===== config.mk =====
export PLATFORM = sky130hd
export DESIGN_NAME = lfrs_queue
export DESIGN_NICKNAME = d
export VERILOG_FILES = /design/src/hw/rtl/lfrs_pkg.sv /design/src/hw/rtl/lfrs_queue.sv
export SDC_FILE = /design/constraint.sdc
export NUM_CORES = 1
export LEC_CHECK = 0
export BUFFER_PORTS_ARGS = -buffer_cell sky130_fd_sc_hd__buf_2
export CELL_PAD_IN_SITES_DETAIL_PLACEMENT = 0
export CELL_PAD_IN_SITES_GLOBAL_PLACEMENT = 1
export CORE_MARGIN = 3
export CORE_UTILIZATION = 40
export CTS_BUF_LIST = sky130_fd_sc_hd__clkbuf_16
export DETAILED_ROUTE_END_ITERATION = 10
export PLACE_DENSITY_LB_ADDON = 0.2
export SLEW_MARGIN = 20
export SYNTH_ARGS = -nofsm -noshare
export SYNTH_HDL_FRONTEND = slang
export SYNTH_SLANG_ARGS = --single-unit

===== constraint.sdc =====
create_clock -name clk -period 5.1 [get_ports clk]
set_clock_uncertainty 0.1 [all_clocks]
set_input_delay 0.255 -clock clk [delete_from_list [all_inputs] [get_ports clk]]
set_output_delay 0.255 -clock clk [all_outputs]
set_load 0.01 [all_outputs]

===== src/hw/rtl/lfrs_pkg.sv =====
`default_nettype none

package lfrs_pkg;

	// Opcodes of an incoming item.
	localparam logic [1:0] OP_TICK  = 2'd0;
	localparam logic [1:0] OP_DRAW  = 2'd1;
	localparam logic [1:0] OP_CLEAR = 2'd2;

	// Chip select codes.
	localparam logic [1:0] SEL_BOTH   = 2'd0;
	localparam logic [1:0] SEL_FIRST  = 2'd1;
	localparam logic [1:0] SEL_SECOND = 2'd2;

	// Panel commands.
	localparam logic [7:0] CMD_SET_PAGE   = 8'hB8;
	localparam logic [7:0] CMD_SET_COLUMN = 8'h40;

	localparam int QUEUE_DEPTH = 2;

	typedef struct packed {
		logic [1:0] opcode;
		logic [7:0] pixel_x;
		logic [6:0] pixel_y;
		logic       pixel_on;
	} cmd_item_t;

	typedef struct packed {
		logic [7:0] bus_byte;
		logic       data_mode;
		logic [1:0] chip_select;
	} bus_item_t;

	typedef enum logic [1:0] {
		K_TICK,
		K_DRAW,
		K_CLEAR
	} op_kind_t;

	// One classified item waiting for the back end.
	typedef struct packed {
		op_kind_t   kind;
		logic [7:0] col;
		logic [2:0] page;
		logic [2:0] bitpos;
		logic       on;
	} q_entry_t;

	typedef struct packed {
		logic init_busy;
	} back_status_t;

	typedef enum logic [2:0] {
		BK_IDLE,
		BK_DRAW_WAIT,
		BK_TICK_WAIT,
		BK_CLEAR
	} back_state_t;

endpackage

`default_nettype wire


===== src/hw/rtl/lfrs_queue.sv =====
`default_nettype none

module lfrs_queue (
	input  wire                   clk,
	input  wire                   arst_n,
	input  wire                   push,
	input  wire lfrs_pkg::q_entry_t push_entry,
	output logic                  full,
	output logic                  head_valid,
	output lfrs_pkg::q_entry_t    head,
	input  wire                   pop
);

	localparam int PTR_W = $clog2(lfrs_pkg::QUEUE_DEPTH);

	lfrs_pkg::q_entry_t slot_q [lfrs_pkg::QUEUE_DEPTH];
	logic [PTR_W-1:0]   wr_ptr_q;
	logic [PTR_W-1:0]   rd_ptr_q;
	logic [PTR_W:0]     count_q;
	logic               do_push;
	logic               do_pop;

	assign full       = (count_q == (PTR_W+1)'(lfrs_pkg::QUEUE_DEPTH));
	assign head_valid = (count_q != '0);
	assign head       = slot_q[rd_ptr_q];
	assign do_push    = push && !full;
	assign do_pop     = pop && head_valid;

	always_ff @(posedge clk or negedge arst_n) begin
		if (!arst_n) begin
			wr_ptr_q <= '0;
			rd_ptr_q <= '0;
			count_q  <= '0;
		end else begin
			if (do_push) begin
				wr_ptr_q <= wr_ptr_q + PTR_W'(1);
			end
			if (do_pop) begin
				rd_ptr_q <= rd_ptr_q + PTR_W'(1);
			end
			if (do_push && !do_pop) begin
				count_q <= count_q + (PTR_W+1)'(1);
			end else if (do_pop && !do_push) begin
				count_q <= count_q - (PTR_W+1)'(1);
			end
		end
	end

	always_ff @(posedge clk) begin
		if (do_push) begin
			slot_q[wr_ptr_q] <= push_entry;
		end
	end

endmodule

`default_nettype wire


# Word-level counts from Yosys, hierarchy flattened
# Memory sizes are Yosys's and may differ from the RTL's.
# Cells that the tools add are included.
dict set report totals {
  input_bits 21
  register_bits 4
  out_inout_bits 19
  n_memories 1
  mem_bits_rw 34
}
dict set report classes {
  n_eq_ne 1
  muxes 4
  n_addsub 4
  reduce_logical 9
}
# name depth width read_ports rd_ports_with_merged_regs write_ports line_no
set memory_table {}
lappend memory_table {slot_q 2 17 1 0 1 lfrs_queue.sv:16} ;# lfrs_pkg::q_entry_t slot_q [lfrs_pkg::QUEUE_DEPTH];
# op count
set op_table {}
lappend op_table {{logical AND 1 bit} 4}
lappend op_table {{two-way mux 2 bit} 2}
lappend op_table {{nonzero test 2 bit} 2}
lappend op_table {{logical NOT 1 bit} 3}
lappend op_table {{adder 1 bit (second input constant)} 2}
lappend op_table {{adder 2 x 1 -> 2 bit (second input constant)} 1}
lappend op_table {{== test 2 bit (second input constant)} 1}
lappend op_table {{two-way mux 1 bit} 2}
lappend op_table {{subtractor 2 x 1 -> 2 bit (second input constant)} 1}

# Logic depth before layout (Yosys ltp)
# Gate-level depths: netlist (run 1).
dict set report logic_depth {
  word_depth 7
  mapped_depth 7
  depth_no_buf 7
}

# Worst setup path before layout (run 1)
# OpenSTA, ideal clock, no wires.
dict set report synth_timing {
  path_kind {flip-flop to flip-flop}
  start {register count_q[0]}
  end {memory slot_q[0][0] (netlist name) (enable)}
  path_stages_with_launch 4
  setup_slack_ns 3.251
  period_less_slack_ns 1.849
  setup_time_ns 0.390
  arrival_time_ns 1.358
  cell_sequence {dfrtp_1 > nand2b_1 > nand2_1 > nor2_1}
}
dict set report synth_via {
  elab_chain_len 5
}
# element line_no
set synth_rtl {}
lappend synth_rtl {{start, declared} lfrs_queue.sv:19} ;# logic [PTR_W:0] count_q;
lappend synth_rtl {{start signal, assigned} lfrs_queue.sv:42} ;# count_q <= count_q + (PTR_W+1)'(1);
lappend synth_rtl {{start signal, assigned} lfrs_queue.sv:44} ;# count_q <= count_q - (PTR_W+1)'(1);
lappend synth_rtl {{== test 2 bit} lfrs_queue.sv:23} ;# assign full = (count_q == (PTR_W+1)'(lfrs_pkg::QUEUE_DEPTH));
lappend synth_rtl {{logical NOT 1 bit} lfrs_queue.sv:26} ;# assign do_push = push && !full;
lappend synth_rtl {{logical AND 1 bit} lfrs_queue.sv:26}
lappend synth_rtl {{two-way mux 1 bit} lfrs_queue.sv:50} ;# if (do_push) begin
lappend synth_rtl {{two-way mux 1 bit (not written as such)} lfrs_queue.sv:51} ;# slot_q[wr_ptr_q] <= push_entry;
lappend synth_rtl {{end, declared} lfrs_queue.sv:16}
# Every way passes these cells.

==> impl_metrics.ini, run 1 <==
[global_route]
grt.overflow.total = 0
grt_pass1_wl_mm = 3.24
grt_max_degree = 19
grt_util_all_layers_pct = 10.8
antenna_found_initial = 0
grt_pass1_vias = 712

[clock_network]
cts_resized = 0
clkTransAtPathRegs_ns = 0.05
cts_hold_buf = 1
cts_buffers = 5
ctsHtreeMaxLevel = 2
cts_tree = yes
clk_path_buf_depth = 2
clk_latency_ns = 0.27
cts.sinks = 38
cts_root_buf = clkbuf_16
cts_setup_buffers = 0

[logic_synthesis]
synth_cells = 72
synth.distinct_cells = 16
syn-num-nets = 94
synth_top_area_share_pct = 69.1
synth-warning-count = 0
synth_largest_area_cell = edfxtp_1
syn_area_per_cell_um2 = 20.5
synth-seq-cells = 38
ys_seq_area_share_pct = 75.9
synth_area_leaders = edfxtp_1 69%, mux2_4 9.1%, dfrtp_1 6.8%, mux2_2 6.1%, xnor2_1 1.8%
syn_area_mm2 = 0.00148

[layout]
insertedDiodeCount = 0
layout_common_cells = 39 x buf_2, 34 x edfxtp_1, 9 x mux2_4
num-nets-final = 139
drive_gt1_share_pct = 54.2
final_common_cell = buf_2
fin_area_mm2 = 0.00185
syn2layout_area_growth_pct = 25.1

[floorplan]
dieWidth_um = 66.8
ioPinCount = 40
initial_core_util_pct = 42.9
die_height_um = 66.8
coreArea_mm2 = 0.00344
row_count = 21
die_area_mm2 = 0.00446

[critical_path]
worstSetupPathType = reg -> out
crit_fanout = 18
r2r-start = count_q[0]
crit_path_end_kind = output port
required_ns = 4.74
crit_arrival_ns = 1.77
rrSetupSlack_ns = 3.28
cp-start-kind = flip-flop
r2r_cells = 3
r2r-end = slot_q[0][13]

[worst_hold_path]
whs_path_depth = 1
hold_end = slot_q[1][1]
min_from = push_entry[1]
min_path_type = in -> reg

[flow_run]
max_cap_violations = 0

[timing]
drv_slew = 0
relSlewSlack_pct = 40.1
tightest_slew_ns = 0.898
fin_crit_sh_pct = 41.6
setup_violations = 0
finalCriticalPeriod_ns = 2.12
fmax_ghz = 0.472
rsz0062_at_grt = false
setup_tns_ns = 0
finalHoldViolations = 0

[pwr]
vdd_ir_drop_max_mv = 0.293
power_density_mw_per_mm2 = 579
intPower_mw = 0.775
p_seq_share_pct = 45.8
p_clk_share_pct = 25.9
p_leak_nw = 0.756
p_sw_mw = 0.296
comb_power_share_pct = 28.3
switching_share_pct = 27.6

[routing]
wl_per_cell_um = 13.2
vias_per_cell = 4.47
drc = 0
dr.first_iter.drc_count = 35
dr.pass1.iters = 4
num_vias = 733
postRouteAntennaNets = 0
wl_mm = 2.17

[placement]
place_congestion = 0.654
placed_cell_area_mm2 = 0.00170
hpwl_mm = 1.47
io_buffer_count = 39

[run_status]
status = finished, final reports clean
-- state kept, by name (all words and copies together), names as in the netlist --
signal	flops
count_q	2
rd_ptr_q	1
slot_q	34
wr_ptr_q	1
-- layout make-up --
class                   instances  area (um2)
well taps                      46        57.6
clock buffers                   5         125
clock inverters                 3        12.5
flip-flops and latches         38        1120
inverters                       2        7.51
fillers                       281        1590
multi-input cells              30         320
repair buffers                 40         205
-- kinds of logic after synthesis --
| logic type | Yosys count | synth area share (%) |
|---|---|---|
| muxes | 17 | 15.2 |
| adders and majority gates | 1 | 0.847 |
| DFF | 38 | 75.9 |
| buffers and inverters | 4 | 2.63 |
| xor gates and xnor gates | 5 | 2.96 |
| and+or+nand+nor | 7 | 2.46 |
-- power by group through the flow --
stage	logic (mW)	registers, mW	clock network (mW)
after detailed placement	0.308	0.497	0
after global routing	0.331	0.502	0.296
after floorplan	0.262	0.457	0
final	0.303	0.490	0.277
after CTS	0.311	0.492	0.284
after global placement	0.308	0.494	0
-- critical path: stages (launching register included) --
cell and delay (ns):
dfrtp_1 0.93, mux2_2 0.43, buf_2 0.14
-- stage by stage --
| stage | setup WS (ns) | instances | hold WS [ns] | util [%] | power (mW) |
|---|---|---|---|---|---|
| finish | 2.98 | 164 | 0.0700 | 53.7 | 1.07 |
| global route | 2.86 | 164 | 0.0616 | 53.7 | 1.13 |
| CTS | 2.94 | 164 | 0.0649 | 53.7 | 1.09 |
| detailed placement | 3.25 | 155 | -0.0337 | 49.4 | 0.806 |
| global placement | 3.23 | 155 | -0.0360 | 49.4 | 0.801 |
| floorplan | 3.25 | 72 | -0.141 | - | 0.719 |
-- how the worst max path moves through the flow --
stage                           from      endpoint  slack (ns)
after floorplan           count_q[0]  slot_q[0][0]        3.25
after global placement      rd_ptr_q       head[4]        3.23
after detailed placement    rd_ptr_q       head[4]        3.25
after CTS                   rd_ptr_q       head[4]        2.94
after global routing        rd_ptr_q       head[4]        2.86
final                       rd_ptr_q       head[4]        2.98
-- synth_stat cells --
library cell,n
dfrtp_1,4
buf_6,1
ha_1,1
edfxtp_1,34
inv_1,2
and3_1,1
xnor2_1,3
mux2_4,9
or2_1,1
xor2_1,2
buf_12,1
nand2_1,1
nand2_2,1
nand2b_1,1
nor2_1,2
mux2_2,8
-- layer usage --
layer / share of wire, % / vias to the layer above / track usage, %
li1: - / 356 / -
met1: 40 / 352 / 11.7
met2: 51 / 23 / 16.6
met3: 8.0 / 2 / 6.58
met4: 0.51 / 0 / 5.33
met5: 0 / - / 0
No activity file was read; power rests on OpenSTA's default activity.
==> run 2: changes to the inputs <==
- clock period: 5.1 -> 2.2 ns (I/O delays scaled with it)
==> impl_metrics.ini, run 2 (synthesis results as in run 1) <==
[timing]
fmax_ghz = 0.621
finalHoldViolations = 0
finalHoldWorstSlack_ns = 0.00965
setup_tns_ns = 0
rsz0062_at_grt = false
tightest_slew_ns = 0.342
setup_violations = 0
drv_slew = 0
relSlewSlack_pct = 77.2
finalCriticalPeriod_ns = 1.61
fin_crit_sh_pct = 73.2

[placement]
io_buffer_count = 39
place_congestion = 0.614
placed_cell_area_mm2 = 0.00174
hpwl_mm = 1.66

[clock_network]
cts.sinks = 38
cts_setup_buffers = 0
clk_latency_ns = 0.27
cts_buffers = 5
ctsHtreeMaxLevel = 2
cts_resized = 0
clk_path_buf_depth = 2
cts_tree = yes
clkTransAtPathRegs_ns = 0.05
cts_root_buf = clkbuf_16

[worst_hold_path]
hold_end = rd_ptr_q
min_path_type = in -> reg
min_from = pop
whs_path_depth = 3

[layout]
num-nets-final = 161
insertedDiodeCount = 0
registers.top_by_ff_count = slot_q
largest_reg_flops = 34
layout_common_cells = 39 x buf_2, 34 x edfxtp_1, 18 x dlygate4sd3_1
final_common_cell = buf_2
fin_area_mm2 = 0.00206
reg.largest.list = slot_q x34, count_q x2
drive_gt1_share_pct = 49.3
syn2layout_area_growth_pct = 39.2
utilization_pct = 59.8

[critical_path]
required_ns = 2.29
max_stage_delay_ns = 0.41
r2r-start = count_q[0]
crit_fanout = 4
crit_chain = nand2b_1, nand2_1, inv_1, ha_1, xor2_1, nor2_1, xor2_1
cp-start-kind = flip-flop
r2r_cells = 7
crit_path_frequent_cell = xor2_1
crit_arrival_ns = 1.70
r2r-end = count_q[1]
cpMaxStageDelayCell = dfrtp_1
worstSetupPathType = reg -> reg
rrSetupSlack_ns = 0.59
crit_path_end_kind = flip-flop

[floorplan]
ioPinCount = 40
row_count = 21
die_area_mm2 = 0.00446
dieWidth_um = 66.8
die_height_um = 66.8
initial_core_util_pct = 42.9
coreArea_mm2 = 0.00344

[pwr]
p_clk_share_pct = 25.2
p_sw_mw = 0.706
comb_power_share_pct = 33.3
p_total_mw = 2.56
intPower_mw = 1.85
vdd_ir_drop_max_mv = 0.959
switching_share_pct = 27.6
p_leak_nw = 0.853
p_seq_share_pct = 41.4
power_density_mw_per_mm2 = 1240

[routing]
wl_mm = 2.36
wl_per_cell_um = 12.7
postRouteAntennaNets = 0
num_vias = 806
drc = 0
vias_per_cell = 4.33
dr.pass1.iters = 2
dr.first_iter.drc_count = 26

[run_status]
status = finished, final reports clean

[global_route]
grt_max_degree = 18
grt_pass1_wl_mm = 3.89
grt.overflow.total = 0
antenna_found_initial = 0
grt_pass1_vias = 839
grt_util_all_layers_pct = 12.1

[flow_run]
max_cap_violations = 0
==> run 2: per-layer routing <==
layer	track usage [%]	vias to the layer above	routed length (um)
met5	0	-	0
met4	5.33	0	35
met3	4.22	6	135
met2	18.8	22	1150
met1	15.3	375	1040
li1	-	403	-
==> run 2: metrics by stage <==
| step | worst slack (ns) | cells |
|---|---|---|
| 2_1_floorplan | 0.351 | 72 |
| 3_3_place_gp | 0.638 | 160 |
| 3_5_place_dp | 0.588 | 160 |
| 4_1_cts | 0.579 | 186 |
| 5_1_grt | 0.443 | 186 |
| 6_report | 0.589 | 186 |
==> run 2: worst max-delay path by stage <==
stage | from | endpoint | depth (start not counted)
2_1_floorplan | count_q[0] | slot_q[0][0] | 3
5_1_grt | count_q[0] | slot_q[0][2] | 4
4_1_cts | count_q[0] | count_q[1] | 7
3_3_place_gp | count_q[0] | slot_q[0][11] | 4
6_report | count_q[0] | count_q[1] | 7
3_5_place_dp | count_q[0] | slot_q[0][16] | 4
==> run 2: area by class of cell <==
class,count,area [um2]
clock buffers,5,125
multi-input cells,30,320
repair buffers,62,413
inverters,2,7.51
flip-flops and latches,38,1120
well taps,46,57.6
clock inverters,3,12.5
fillers,284,1390
==> run 2: power by group through the flow <==
stage	combinational [mW]	sequential (mW)	clock (mW)
2_1_floorplan	0.608	1.06	0
3_3_place_gp	0.837	1.07	0
3_5_place_dp	0.844	1.08	0
4_1_cts	0.875	1.06	0.664
5_1_grt	0.939	1.08	0.696
6_report	0.853	1.06	0.646
==> run 2: critical path, delay by kind of cell, from the launching register on <==
kind	cells	cell delay [ns]
xor+xnor	2	0.31
flops	1	0.41
simple gates	3	0.45
buf+inv	1	0.06
fa+ha+maj	1	0.21
==> run 2: timing repair <==
action	in CTS	in global routing
hold buffers	18	0
endpoints found under the hold margin	38	0
setup endpoints to repair	0	0
